<file path="config.mk">
export PLATFORM = sky130hd
export DESIGN_NAME = trimmed_mean_clamped_ema_filter
export DESIGN_NICKNAME = d
export VERILOG_FILES = /design/src/tmce_pkg.sv /design/src/tmce_front.sv /design/src/tmce_fifo.sv /design/src/tmce_back.sv /design/src/trimmed_mean_clamped_ema_filter.sv
export SDC_FILE = /design/constraint.sdc
export NUM_CORES = 2
export LEC_CHECK = 0
export ABC_CLOCK_PERIOD_IN_PS = 16000
export BUFFER_PORTS_ARGS = -buffer_cell sky130_fd_sc_hd__clkbuf_2
export CORE_ASPECT_RATIO = 1.1
export CORE_MARGIN = 2
export CORE_UTILIZATION = 35
export DETAILED_ROUTE_END_ITERATION = 10
export GPL_TIMING_DRIVEN = 0
export PLACE_DENSITY_LB_ADDON = 0.08
export SLEW_MARGIN = 40
export SYNTH_ARGS = -nofsm -noshare
export SYNTH_HDL_FRONTEND = slang
export SYNTH_SLANG_ARGS = --single-unit
</file>
<file path="constraint.sdc">
create_clock -name aclk -period 16 [get_ports aclk]
set_clock_uncertainty 0.15 [all_clocks]
set_input_delay 1.6 -clock aclk [delete_from_list [all_inputs] [get_ports aclk]]
set_output_delay 1.6 -clock aclk [all_outputs]
set_load 0.02 [all_outputs]
</file>
<file path="src/tmce_pkg.sv">
// ----------------------------------------------------------------------------
// tmce_pkg: shared types and constants for the trimmed-mean EMA filter
// Sample widths, register indexes and reset values, and the config struct
// that the register bank hands to the update engine.
// ----------------------------------------------------------------------------
package tmce_pkg;

    localparam int SAMPLE_W           = 12;
    localparam int SHIFT_W            = 4;
    localparam int COUNT_W            = 32;
    localparam int CFG_INDEX_W        = 2;
    localparam int CFG_DATA_W         = 12;
    localparam int DEFAULT_HALF_BLOCK = 32;
    localparam int QUEUE_DEPTH        = 4;

    localparam logic [SAMPLE_W-1:0] SAMPLE_MAX = '1;

    // register indexes on the config port
    localparam logic [CFG_INDEX_W-1:0] REG_STEP_CLAMP  = 2'd0;
    localparam logic [CFG_INDEX_W-1:0] REG_FAST_SHIFT  = 2'd1;
    localparam logic [CFG_INDEX_W-1:0] REG_DWELL_SHIFT = 2'd2;

    localparam logic [SAMPLE_W-1:0] STEP_CLAMP_RST  = 12'd20;
    localparam logic [SHIFT_W-1:0]  FAST_SHIFT_RST  = 4'd2;
    localparam logic [SHIFT_W-1:0]  DWELL_SHIFT_RST = 4'd4;

    typedef struct packed {
        logic [SAMPLE_W-1:0] step_clamp;
        logic [SHIFT_W-1:0]  fast_shift;
        logic [SHIFT_W-1:0]  dwell_shift;
    } cfg_t;

endpackage

</file>
<file path="src/tmce_front.sv">
// ----------------------------------------------------------------------------
// tmce_front: per-block accumulator
// Keeps running sum, min and max per axis; on the last sample of a block it
// pushes the finished block statistics into the queue and restarts.
// ----------------------------------------------------------------------------
module tmce_front #(
    parameter int HALF_BLOCK = tmce_pkg::DEFAULT_HALF_BLOCK,
    parameter int SUM_W      = tmce_pkg::SAMPLE_W + $clog2(HALF_BLOCK),
    parameter int ENTRY_W    = 2 * (SUM_W + 2 * tmce_pkg::SAMPLE_W)
) (
    input  logic                          aclk,
    input  logic                          aresetn,
    input  logic                          s_valid,
    output logic                          s_ready,
    input  logic [tmce_pkg::SAMPLE_W-1:0] s_sample_x,
    input  logic [tmce_pkg::SAMPLE_W-1:0] s_sample_y,
    output logic                          q_push,
    output logic [ENTRY_W-1:0]            q_data,
    input  logic                          q_full
);

    localparam int POS_W = $clog2(HALF_BLOCK);
    localparam logic [POS_W-1:0] LAST_POS = POS_W'(HALF_BLOCK - 1);

    logic [SUM_W-1:0]              sum_x_reg, sum_y_reg, sum_x_next, sum_y_next;
    logic [tmce_pkg::SAMPLE_W-1:0] min_x_reg, max_x_reg, min_y_reg, max_y_reg;
    logic [tmce_pkg::SAMPLE_W-1:0] min_x_next, max_x_next, min_y_next, max_y_next;
    logic [POS_W-1:0]              pos_reg;
    logic                          accept, last;

    assign s_ready = !q_full;
    assign accept  = s_valid && s_ready;
    assign last    = (pos_reg == LAST_POS);

    assign sum_x_next = sum_x_reg + SUM_W'(s_sample_x);
    assign sum_y_next = sum_y_reg + SUM_W'(s_sample_y);
    assign min_x_next = (s_sample_x < min_x_reg) ? s_sample_x : min_x_reg;
    assign max_x_next = (s_sample_x > max_x_reg) ? s_sample_x : max_x_reg;
    assign min_y_next = (s_sample_y < min_y_reg) ? s_sample_y : min_y_reg;
    assign max_y_next = (s_sample_y > max_y_reg) ? s_sample_y : max_y_reg;

    assign q_push = accept && last;
    assign q_data = {sum_x_next, min_x_next, max_x_next,
                     sum_y_next, min_y_next, max_y_next};

    always_ff @(posedge aclk) begin
        if (!aresetn || (accept && last)) begin
            sum_x_reg <= '0;
            sum_y_reg <= '0;
            min_x_reg <= tmce_pkg::SAMPLE_MAX;
            max_x_reg <= '0;
            min_y_reg <= tmce_pkg::SAMPLE_MAX;
            max_y_reg <= '0;
            pos_reg   <= '0;
        end else if (accept) begin
            sum_x_reg <= sum_x_next;
            sum_y_reg <= sum_y_next;
            min_x_reg <= min_x_next;
            max_x_reg <= max_x_next;
            min_y_reg <= min_y_next;
            max_y_reg <= max_y_next;
            pos_reg   <= pos_reg + POS_W'(1);
        end
    end

endmodule

</file>
<file path="src/tmce_fifo.sv">
// ----------------------------------------------------------------------------
// tmce_fifo: short queue of finished block statistics
// Register-based, power-of-two depth, show-ahead read.
// ----------------------------------------------------------------------------
module tmce_fifo #(
    parameter int WIDTH = 8,
    parameter int DEPTH = tmce_pkg::QUEUE_DEPTH
) (
    input  logic             aclk,
    input  logic             aresetn,
    input  logic             push,
    input  logic [WIDTH-1:0] push_data,
    output logic             full,
    input  logic             pop,
    output logic             out_valid,
    output logic [WIDTH-1:0] out_data
);

    localparam int AW = $clog2(DEPTH);

    logic [WIDTH-1:0] mem [DEPTH];
    logic [AW-1:0]    wr_ptr_reg, rd_ptr_reg;
    logic [AW:0]      count_reg;

    assign full      = (count_reg == (AW+1)'(DEPTH));
    assign out_valid = (count_reg != '0);
    assign out_data  = mem[rd_ptr_reg];

    always_ff @(posedge aclk) begin
        if (push) begin
            mem[wr_ptr_reg] <= push_data;
        end
    end

    always_ff @(posedge aclk) begin
        if (!aresetn) begin
            wr_ptr_reg <= '0;
            rd_ptr_reg <= '0;
            count_reg  <= '0;
        end else begin
            if (push) begin
                wr_ptr_reg <= wr_ptr_reg + AW'(1);
            end
            if (pop) begin
                rd_ptr_reg <= rd_ptr_reg + AW'(1);
            end
            count_reg <= count_reg + (AW+1)'(push) - (AW+1)'(pop);
        end
    end

    a_no_overflow: assert property (@(posedge aclk) disable iff (!aresetn)
        !(push && full))
        else $error("push into full queue");

    a_no_underflow: assert property (@(posedge aclk) disable iff (!aresetn)
        pop |-> out_valid)
        else $error("pop from empty queue");

endmodule

</file>
<file path="src/tmce_back.sv">
// ----------------------------------------------------------------------------
// tmce_back: block mean and slew-limited EMA engine
// Trim, reciprocal multiply, then mean plus four EMA updates into the output
// register. Three stages with a valid/ready chain back to the queue.
// ----------------------------------------------------------------------------
module tmce_back #(
    parameter int HALF_BLOCK = tmce_pkg::DEFAULT_HALF_BLOCK,
    parameter int SUM_W      = tmce_pkg::SAMPLE_W + $clog2(HALF_BLOCK),
    parameter int ENTRY_W    = 2 * (SUM_W + 2 * tmce_pkg::SAMPLE_W)
) (
    input  logic                          aclk,
    input  logic                          aresetn,
    input  tmce_pkg::cfg_t                cfg,
    input  logic                          q_valid,
    input  logic [ENTRY_W-1:0]            q_data,
    output logic                          q_pop,
    output logic                          m_valid,
    input  logic                          m_ready,
    output logic [tmce_pkg::SAMPLE_W-1:0] m_mean_x,
    output logic [tmce_pkg::SAMPLE_W-1:0] m_mean_y,
    output logic [tmce_pkg::SAMPLE_W-1:0] m_fast_x,
    output logic [tmce_pkg::SAMPLE_W-1:0] m_fast_y,
    output logic [tmce_pkg::SAMPLE_W-1:0] m_dwell_x,
    output logic [tmce_pkg::SAMPLE_W-1:0] m_dwell_y,
    output logic [tmce_pkg::COUNT_W-1:0]  m_samples_seen
);

    localparam int SW       = tmce_pkg::SAMPLE_W;
    localparam int DIVISOR  = HALF_BLOCK - 2;
    // exact floor(n / DIVISOR) for n < 2^SUM_W via ceil(2^S / DIVISOR)
    localparam int RSHIFT   = SUM_W + $clog2(DIVISOR);
    localparam logic [63:0] RECIP_FULL =
        ((64'd1 << RSHIFT) + 64'(DIVISOR) - 64'd1) / 64'(DIVISOR);
    localparam int RECIP_W  = SUM_W + 1;
    localparam int PROD_W   = SUM_W + RECIP_W;
    localparam logic [RECIP_W-1:0] RECIP = RECIP_FULL[RECIP_W-1:0];

    // arithmetic right shift of the clamped difference, toward minus infinity
    function automatic logic [SW-1:0] slew(input logic [SW-1:0]          avg,
                                           input logic [SW-1:0]          mean,
                                           input logic [SW-1:0]          clamp,
                                           input logic [tmce_pkg::SHIFT_W-1:0] sh);
        logic          up;
        logic [SW-1:0] mag, lim, step, lost;
        up   = (mean >= avg);
        mag  = up ? (mean - avg) : (avg - mean);
        lim  = (mag > clamp) ? clamp : mag;
        step = lim >> sh;
        lost = lim & ~({SW{1'b1}} << sh);
        return up ? (avg + step) : (avg - step - SW'(|lost));
    endfunction

    logic [SUM_W-1:0] q_sum_x, q_sum_y;
    logic [SW-1:0]    q_min_x, q_max_x, q_min_y, q_max_y;

    logic              v1_reg, v2_reg, v3_reg;
    logic              rdy1, rdy2, rdy3, adv3;
    logic [SUM_W-1:0]  num_x_reg, num_y_reg;
    logic [PROD_W-1:0] prod_x_reg, prod_y_reg;
    logic [SW-1:0]     mean_x_next, mean_y_next;
    logic [SW-1:0]     mean_x_reg, mean_y_reg;
    logic [SW-1:0]     fast_x_reg, fast_y_reg, dwell_x_reg, dwell_y_reg;
    logic [tmce_pkg::COUNT_W-1:0] total_reg;
    logic              primed_reg;

    assign {q_sum_x, q_min_x, q_max_x, q_sum_y, q_min_y, q_max_y} = q_data;

    assign rdy3  = !v3_reg || m_ready;
    assign rdy2  = !v2_reg || rdy3;
    assign rdy1  = !v1_reg || rdy2;
    assign q_pop = q_valid && rdy1;
    assign adv3  = v2_reg && rdy3;

    assign mean_x_next = prod_x_reg[RSHIFT +: SW];
    assign mean_y_next = prod_y_reg[RSHIFT +: SW];

    always_ff @(posedge aclk) begin
        if (!aresetn) begin
            v1_reg <= 1'b0;
            v2_reg <= 1'b0;
            v3_reg <= 1'b0;
        end else begin
            if (rdy1) begin
                v1_reg <= q_valid;
            end
            if (rdy2) begin
                v2_reg <= v1_reg;
            end
            if (rdy3) begin
                v3_reg <= v2_reg;
            end
        end
    end

    // trim and divide
    always_ff @(posedge aclk) begin
        if (q_pop) begin
            num_x_reg <= q_sum_x - SUM_W'(q_min_x) - SUM_W'(q_max_x);
            num_y_reg <= q_sum_y - SUM_W'(q_min_y) - SUM_W'(q_max_y);
        end
        if (v1_reg && rdy2) begin
            prod_x_reg <= PROD_W'(num_x_reg) * PROD_W'(RECIP);
            prod_y_reg <= PROD_W'(num_y_reg) * PROD_W'(RECIP);
        end
        if (adv3) begin
            mean_x_reg <= mean_x_next;
            mean_y_reg <= mean_y_next;
        end
    end

    // averages and sample count
    always_ff @(posedge aclk) begin
        if (!aresetn) begin
            fast_x_reg  <= '0;
            fast_y_reg  <= '0;
            dwell_x_reg <= '0;
            dwell_y_reg <= '0;
            total_reg   <= '0;
            primed_reg  <= 1'b0;
        end else if (adv3) begin
            if (!primed_reg) begin
                fast_x_reg  <= mean_x_next;
                fast_y_reg  <= mean_y_next;
                dwell_x_reg <= mean_x_next;
                dwell_y_reg <= mean_y_next;
            end else begin
                fast_x_reg  <= slew(fast_x_reg, mean_x_next, cfg.step_clamp, cfg.fast_shift);
                fast_y_reg  <= slew(fast_y_reg, mean_y_next, cfg.step_clamp, cfg.fast_shift);
                dwell_x_reg <= slew(dwell_x_reg, mean_x_next, cfg.step_clamp,
                                    cfg.dwell_shift);
                dwell_y_reg <= slew(dwell_y_reg, mean_y_next, cfg.step_clamp,
                                    cfg.dwell_shift);
            end
            primed_reg <= 1'b1;
            total_reg  <= total_reg + tmce_pkg::COUNT_W'(HALF_BLOCK);
        end
    end

    assign m_valid        = v3_reg;
    assign m_mean_x       = mean_x_reg;
    assign m_mean_y       = mean_y_reg;
    assign m_fast_x       = fast_x_reg;
    assign m_fast_y       = fast_y_reg;
    assign m_dwell_x      = dwell_x_reg;
    assign m_dwell_y      = dwell_y_reg;
    assign m_samples_seen = total_reg;

    a_primed_on_result: assert property (@(posedge aclk) disable iff (!aresetn)
        m_valid |-> primed_reg)
        else $error("result shown before averages were loaded");

    a_count_steps: assert property (@(posedge aclk) disable iff (!aresetn)
        adv3 |=> (total_reg == $past(total_reg) + tmce_pkg::COUNT_W'(HALF_BLOCK)))
        else $error("sample count did not advance by one block");

    a_state_holds_on_stall: assert property (@(posedge aclk) disable iff (!aresetn)
        !adv3 |=> ($stable(total_reg) && $stable(fast_x_reg) && $stable(dwell_y_reg)))
        else $error("average state moved without a block");

endmodule

</file>
<file path="src/trimmed_mean_clamped_ema_filter.sv">
// ----------------------------------------------------------------------------
// trimmed_mean_clamped_ema_filter: block trimmed mean with slew-limited EMAs
// Input beats carry one X/Y converter sample pair (s_ channel, valid/ready).
// Every HALF_BLOCK beats the block closes: per axis the sum less the min and
// max is divided by HALF_BLOCK-2 (truncating) to give the trimmed mean. The
// first block loads the fast and dwell averages with that mean; later blocks
// move each average by the difference clamped to +/- step_clamp and shifted
// right (floor) by fast_shift or dwell_shift. One result beat (m_ channel)
// leaves per block, carrying means, averages and the finished sample count.
// Throughput: one input beat per cycle. s_ready only drops when the
// block queue (QUEUE_DEPTH entries) is full because m_ready is held low.
// A block's result passes the queue and the trim, multiply and update
// registers before it shows on m_valid. The m_ stage is a register,
// so a stalled receiver just holds the current result beat.
// Reset (aresetn low, synchronous): registers go to 20/2/4, the block and the
// averages clear, queue and pipeline empty. Config writes (cfg_wr_en) are
// registered; indexes past dwell_shift are dropped.
// ----------------------------------------------------------------------------
module trimmed_mean_clamped_ema_filter #(
    parameter int HALF_BLOCK = tmce_pkg::DEFAULT_HALF_BLOCK
) (
    input  logic                             aclk,
    input  logic                             aresetn,
    // config
    input  logic                             cfg_wr_en,
    input  logic [tmce_pkg::CFG_INDEX_W-1:0] cfg_index,
    input  logic [tmce_pkg::CFG_DATA_W-1:0]  cfg_wdata,
    // sample beats
    input  logic                             s_valid,
    output logic                             s_ready,
    input  logic [tmce_pkg::SAMPLE_W-1:0]    s_sample_x,
    input  logic [tmce_pkg::SAMPLE_W-1:0]    s_sample_y,
    // result beats
    output logic                             m_valid,
    input  logic                             m_ready,
    output logic [tmce_pkg::SAMPLE_W-1:0]    m_mean_x,
    output logic [tmce_pkg::SAMPLE_W-1:0]    m_mean_y,
    output logic [tmce_pkg::SAMPLE_W-1:0]    m_fast_x,
    output logic [tmce_pkg::SAMPLE_W-1:0]    m_fast_y,
    output logic [tmce_pkg::SAMPLE_W-1:0]    m_dwell_x,
    output logic [tmce_pkg::SAMPLE_W-1:0]    m_dwell_y,
    output logic [tmce_pkg::COUNT_W-1:0]     m_samples_seen
);

    // block sum needs log2(HALF_BLOCK) bits of headroom over a sample
    localparam int SUM_W   = tmce_pkg::SAMPLE_W + $clog2(HALF_BLOCK);
    // queue entry: sum, min, max for each axis
    localparam int ENTRY_W = 2 * (SUM_W + 2 * tmce_pkg::SAMPLE_W);

    tmce_pkg::cfg_t     cfg_reg;
    logic               q_push, q_full, q_pop, q_valid;
    logic [ENTRY_W-1:0] q_wdata, q_rdata;

    // register bank; shift registers keep the low nibble of the write data
    always_ff @(posedge aclk) begin
        if (!aresetn) begin
            cfg_reg.step_clamp  <= tmce_pkg::STEP_CLAMP_RST;
            cfg_reg.fast_shift  <= tmce_pkg::FAST_SHIFT_RST;
            cfg_reg.dwell_shift <= tmce_pkg::DWELL_SHIFT_RST;
        end else if (cfg_wr_en) begin
            unique case (cfg_index)
                tmce_pkg::REG_STEP_CLAMP: begin
                    cfg_reg.step_clamp <= cfg_wdata;
                end
                tmce_pkg::REG_FAST_SHIFT: begin
                    cfg_reg.fast_shift <= cfg_wdata[tmce_pkg::SHIFT_W-1:0];
                end
                tmce_pkg::REG_DWELL_SHIFT: begin
                    cfg_reg.dwell_shift <= cfg_wdata[tmce_pkg::SHIFT_W-1:0];
                end
                default: begin
                    // unmapped index: write dropped
                end
            endcase
        end
    end

    // front: accumulate, push closed blocks
    tmce_front #(
        .HALF_BLOCK (HALF_BLOCK),
        .SUM_W      (SUM_W),
        .ENTRY_W    (ENTRY_W)
    ) u_front (
        .aclk       (aclk),
        .aresetn    (aresetn),
        .s_valid    (s_valid),
        .s_ready    (s_ready),
        .s_sample_x (s_sample_x),
        .s_sample_y (s_sample_y),
        .q_push     (q_push),
        .q_data     (q_wdata),
        .q_full     (q_full)
    );

    // queue decouples the sample stream from a stalled result receiver
    tmce_fifo #(
        .WIDTH (ENTRY_W),
        .DEPTH (tmce_pkg::QUEUE_DEPTH)
    ) u_fifo (
        .aclk      (aclk),
        .aresetn   (aresetn),
        .push      (q_push),
        .push_data (q_wdata),
        .full      (q_full),
        .pop       (q_pop),
        .out_valid (q_valid),
        .out_data  (q_rdata)
    );

    // back: trim, divide, update averages, hold result beat
    tmce_back #(
        .HALF_BLOCK (HALF_BLOCK),
        .SUM_W      (SUM_W),
        .ENTRY_W    (ENTRY_W)
    ) u_back (
        .aclk           (aclk),
        .aresetn        (aresetn),
        .cfg            (cfg_reg),
        .q_valid        (q_valid),
        .q_data         (q_rdata),
        .q_pop          (q_pop),
        .m_valid        (m_valid),
        .m_ready        (m_ready),
        .m_mean_x       (m_mean_x),
        .m_mean_y       (m_mean_y),
        .m_fast_x       (m_fast_x),
        .m_fast_y       (m_fast_y),
        .m_dwell_x      (m_dwell_x),
        .m_dwell_y      (m_dwell_y),
        .m_samples_seen (m_samples_seen)
    );

endmodule

</file>
* Word level (Yosys, flattened, before mapping) *
Memories as Yosys holds them, arrays and structs flattened. A register that Yosys moved wholly into a read port is not among the register bits.
Index checks and enable logic that the tools add are counted.

storage, ports and cells
  register bits = 324
  bits in writable memories = 328
  output and inout port bits = 106
  logic and storage cells = 138
  memories kept = 1

cells by class
  add/sub/neg operators = 32
  multipliers = 2
  $lt $le $gt $ge = 12
  eq/ne operators = 4
  shifts and indexed selects = 6
  muxes and demuxes = 24
  bitwise gates (word level) = 6
  reductions and logical operators = 23

memory list
  name        words  width  rd ports  clocked after Yosys merged registers in  wr ports  line             RTL
  u_fifo.mem  4      82     1         1                                        1         tmce_fifo.sv:21  logic [WIDTH-1:0] mem [DEPTH];

operator list
  cell                    count
  $mux 12                 20
  $sub 12x12->12          12
  $gt 12x12->1            6
  $mul 17x18->34 const B  2
  $sub 17x12->17          4
  $add 12x12->12          4
  $and 12x12->12          4
  $ge 12x12->1            4
  $reduce_or 12->1        4
  $shr 12x4->12           4
  $sub 12x1->12           4
  $add 17x12->17          2
  $add 32x6->32 const B   1
  $lt 12x12->1            2
  $not 12->12             2
  $shl 12x4->12 const A   2
  $reduce_and 2->1        3
  $add 5x1->5 const B     1
  $eq 5x5->1 const B      1
  $logic_and 1x1->1       5
  $logic_not 1->1         5
  $add 2x1->2 const B     2
  $logic_or 1x1->1        4
  $mux 2                  2
  other kinds (8)         9

* Logic depth before layout (Yosys ltp) *
  depth in word-level cells = 9
  mapped depth = 40
  gate-level depth less buffers = 37

* Hierarchy *
A second synthesis with hierarchy kept.

second synthesis, totals
  cells, all modules = 4474
  area total of the unflattened synthesis = 46218.1 µm²

by module, submodules not included
  module                           instances  cells each  area an instance (µm²)  sequential area each (µm²)
  tmce_back                        1          3174        26873.3                 4043.9
  tmce_fifo                        1          471         12359.4                 10029.6
  tmce_front                       1          747         6177.2                  1741.7
  trimmed_mean_clamped_ema_filter  1          82          808.3                   400.4

* Least setup slack after synthesis *
OpenSTA, ideal clock, no wires.

  path type = register to register
  start point = register u_back.fast_y_reg[1], in the netlist u_back.m_fast_y[1]
  end point = register u_back.fast_y_reg[10], in the netlist u_back.m_fast_y[10]
  data arrival time = 8.636 ns
  path slack = 7.094 ns
  stages on the path, launching flop included = 35
  buffers on the path = 1
  clock period less this slack = 8.906 ns
  cell sequence = dfxtp_1 inv_1 fa_1 a21o_1 a211o_1 a221oi_2 mux2i_1 o21ai_1 mux2i_1 or2_2 ha_1 a21oi_1 o21ai_0 a2111o_1 o21ai_2 clkbuf_1 mux2i_1 nor2_1 o21ai_0 o2111ai_1 a2111oi_2 fa_1 ha_1 or2_2 fa_1 nand2b_1 a21oi_1 o21bai_1 a21oi_1 o21ai_0 a2111oi_0 nor3_1 xnor2_1 o211ai_1 nand2_1

on the way
  word-level cells in the longest chain between the ends = 9

RTL lines
  element                                             line                              RTL
  start: declaration                                  tmce_back.sv:62                   logic [SW-1:0] fast_x_reg, fast_y_reg, dwell_x_reg, dwell_y_reg;
  start signal: assignment                            tmce_back.sv:123                  fast_y_reg <= mean_y_next;
  start signal: assignment                            tmce_back.sv:128                  fast_y_reg <= slew(fast_y_reg, mean_y_next, cfg.step_clamp, cfg.fast_shift);
  $sub 12x12->12 or $ge 12x12->1 (tied branches)      tmce_back.sv:46, tmce_back.sv:45
  $mux 12                                             tmce_back.sv:46                   mag = up ? (mean - avg) : (avg - mean);
  $gt 12x12->1                                        tmce_back.sv:47                   lim = (mag > clamp) ? clamp : mag;
  $mux 12                                             tmce_back.sv:47
  $shr 12x4->12 or $and 12x12->12 (tied branches)     tmce_back.sv:48, tmce_back.sv:49
  $sub 12x12->12 or $reduce_or 12->1 (tied branches)  tmce_back.sv:50                   return up ? (avg + step) : (avg - step - SW'(|lost));
  $sub 12x1->12                                       tmce_back.sv:50
  $mux 12 (*)                                         tmce_back.sv:50
  $mux 12 (*)                                         tmce_back.sv:121                  if (!primed_reg) begin

Every way passes the cells marked *; elsewhere a longest branch is shown, timed or not.
A chain may end at the register's enable or synchronous reset.

* Worst setup path in the final report *
  start point = register u_back.prod_y_reg[22]
  end point = register u_back.fast_y_reg[10], in the netlist u_back.m_fast_y[10]

on the way
  word-level cells in the longest chain between the ends = 9

RTL lines
  element                                             line                              RTL
  start: declaration                                  tmce_back.sv:59                   logic [PROD_W-1:0] prod_x_reg, prod_y_reg;
  start signal: assignment                            tmce_back.sv:103                  prod_y_reg <= PROD_W'(num_y_reg) * PROD_W'(RECIP);
  $sub 12x12->12 or $ge 12x12->1 (tied branches)      tmce_back.sv:46, tmce_back.sv:45
  $mux 12                                             tmce_back.sv:46
  $gt 12x12->1                                        tmce_back.sv:47
  $mux 12                                             tmce_back.sv:47
  $shr 12x4->12 or $and 12x12->12 (tied branches)     tmce_back.sv:48, tmce_back.sv:49
  $sub 12x12->12 or $reduce_or 12->1 (tied branches)  tmce_back.sv:50
  $sub 12x1->12                                       tmce_back.sv:50
  $mux 12 (*)                                         tmce_back.sv:50
  $mux 12 (*)                                         tmce_back.sv:121

Marked as above.

==> flow_summary.toml <==
[run_status]
status = "finished clean"

[detailed_routing]
first_pass_iters = 5
maxUsedRoutingLayer = "met4"
drc = 0
dr_total_vias = 34100
ant_nets = 0
dr.first_iter.drc_count = 2430
wl_met2_mm = 69.4
viasPerCell = 5.35
met1_length_mm = 65.8
wl_per_cell_um = 22.8
routed_wl_mm = 145
met3_length_mm = 5.98

[min_path]
hold-path-cell-count = 2
worstHoldStart = "u_front.sum_x_reg[10]"
holdPathEnd = "u_front.sum_x_reg[10]"
holdCritPathClass = "reg -> reg"

[synthesis]
synth_cell_type_count = 101
synth_top_area_share_pct = 27.1
synthArstFlopShare_pct = 0
synth_edf_count = 410
yosysWarnings = 0
yosys-top-cells-area = "edfxtp_1, ha_1, dfxtp_1"
syn_area_per_cell_um2 = 10.4
synth.cell_area_um2 = 45500
synthFlopType = "edfxtp_1"
syn_inst = 4383
ys_seq_area_share_pct = 35.7
synth_top_cell_by_area = "edfxtp_1"
ys_seq_elements = 605

[placed_design]
place.gp.congestion = 0.948
placed_area_um2 = 48800
dp_hpwl_mm = 114
io_buffers = 143

[layout]
drive_gt1_share_pct = 12.5
largest_register_ffs = 328
final_common_cell = "ha_1"
diodes = 0
area_delta_synth_final_pct = 13.1
post-route-cell-area_um2 = 51400
nets = 5387
final_cell_mix = "ha_1, inv_1, edfxtp_1"

[setup_path]
critPathTopFamily = "compound AO/OA/AOI/OAI gates"
worstPathMaxFanout = 10
worstReg2RegEnd = "u_back.m_fast_y[10]"
crit_buf_inv = 4
worstSetupStartpointType = "register"
rr_worst_depth = 37
critPathSlowestCell = "edfxtp_1"
critPathArrivalTime_ps = 11040
end_kind = "register"
worstPathRequired_ps = 16400
r2r_slack_ps = 5360
r2r_start = "u_back.prod_y_reg[22]"
cp_slowest_stage_delay_ps = 570
crit_type = "reg -> reg"
cpMostUsedCell = "o21ai_0"

[sta]
setup_viol_count_final = 0
hold_viol = 0
post-route-period-util_pct = 66.5
fmax_ghz = 0.0940
slew_headroom_pct = 39.2
final_max_slew_viol_count = 0
fin_crit_ps = 10640
rsz0062_at_grt = "no"
tightest_slew_ps = 912
finalSetupTns_ps = 0

[clock_tree]
clk_pin_slew_ps = 60
cts_hold_buf = 0
root_buffer = "clkbuf_16"
cts_max_level = 3
cts_setup_buffers = 0
tritoncts = "done"
cts_sinks = 605
insertion_delay_ps = 670
cts_buffers = 76
clock_path_buffers = 3
cts_resized = 0

[global_routing]
grt_pass1_vias = 34400
overflow = 0
antenna_found_initial = 4
grt_max_degree = 30
globalRouteTotalUtil_pct = 21.7
grt_pass1_wl_mm = 217

[die]
die_h_um = 382
initial_utilization_pct = 35.3
die_w_um = 348
placementRows = 138
core_um2 = 129000
die_area_um2 = 133000
io_pins = 149

[flow_run]
drv_cap = 0
-- logic make-up after synthesis --
kind of cell             share of synthesized area, %
AND/OR/NAND/NOR                                  10.3
multiplexers                                     8.61
adder cells (fa/ha/maj)                          21.8
flip-flops                                       35.7
other                                         0.00825
buffers and inverters                            5.49
XOR/XNOR                                         4.00
AO/OA/AOI/OAI                                    14.2
-- routing by layer --
metal,vias up,global-route usage (%)
met2,792,37.0
met4,0,6.60
met5,-,0
met1,16700,28.8
li1,16400,-
met3,191,2.18
-- tightest hold or removal path: stages (launching register included) --
cell and delay (ps):
dfxtp_1 310, nand2_1 50, a21oi_1 50
-- Yosys cell counts (9+ instances only) --
master     count
nor3_1        74
nor2b_1       37
o41ai_1       11
nand4_1       45
o221ai_1       9
a211oi_1      52
a21o_1        59
a2111oi_0     13
o22ai_1       14
o21ai_0      178
nand2_1      300
and3_1        27
ha_1         599
o31ai_1       11
nand3_1       72
a21oi_1      255
nor2_1       260
o21bai_1      33
xnor2_1      146
a211o_1       15
a31oi_1       49
inv_1        466
mux2i_1       98
or3_1         32
o211ai_1      57
buf_1         20
dfxtp_1      195
clkbuf_1     110
mux2_2        76
a21boi_0      29
o21a_1        24
buf_2         25
fa_1         119
and4_1        10
and2_1        50
or2_2         16
mux4_2        89
xor2_1        57
nand3b_1      10
nor4_1        11
a221oi_1      13
edfxtp_1     410
nand2b_1      33
buf_4          9
-- through the flow --
step,cells,hold slack [ps],util [%],setup slack (ps)
3_3_place_gp,6210,293,37.5,5430
3_5_place_dp,6228,303,37.9,5410
4_1_cts,6369,311,39.9,5360
2_1_floorplan,4387,286,-,7090
5_1_grt,6369,328,39.9,4660
6_report,6369,310,39.9,5360
-- area by class of cell --
class	count	area [um^2]
Buffer	169	769
Timing Repair Buffer	161	1090
Fill cell	12800	77400
Clock inverter	47	559
Inverter	470	1760
Tap cell	1680	2100
Sequential cell	605	16200
Clock buffer	94	2050
Multi-Input combinational cell	3143	26800
-- worst max path at each step --
stage               cells past startpoint                  start                  end  slack (ps)
floorplan                              34     u_back.m_fast_y[1]  u_back.m_fast_y[10]        7090
global placement                       36  u_back.prod_y_reg[22]  u_back.m_fast_y[10]        5430
detailed placement                     36  u_back.prod_y_reg[22]  u_back.m_fast_y[10]        5410
CTS                                    36  u_back.prod_y_reg[22]  u_back.m_fast_y[10]        5360
global route                           37  u_back.prod_y_reg[22]  u_back.m_fast_y[10]        4660
finish                                 37  u_back.prod_y_reg[22]  u_back.m_fast_y[10]        5360
Power is not shown: default switching activity piles up to over one toggle a cycle in this logic, so the estimate is an artifact.
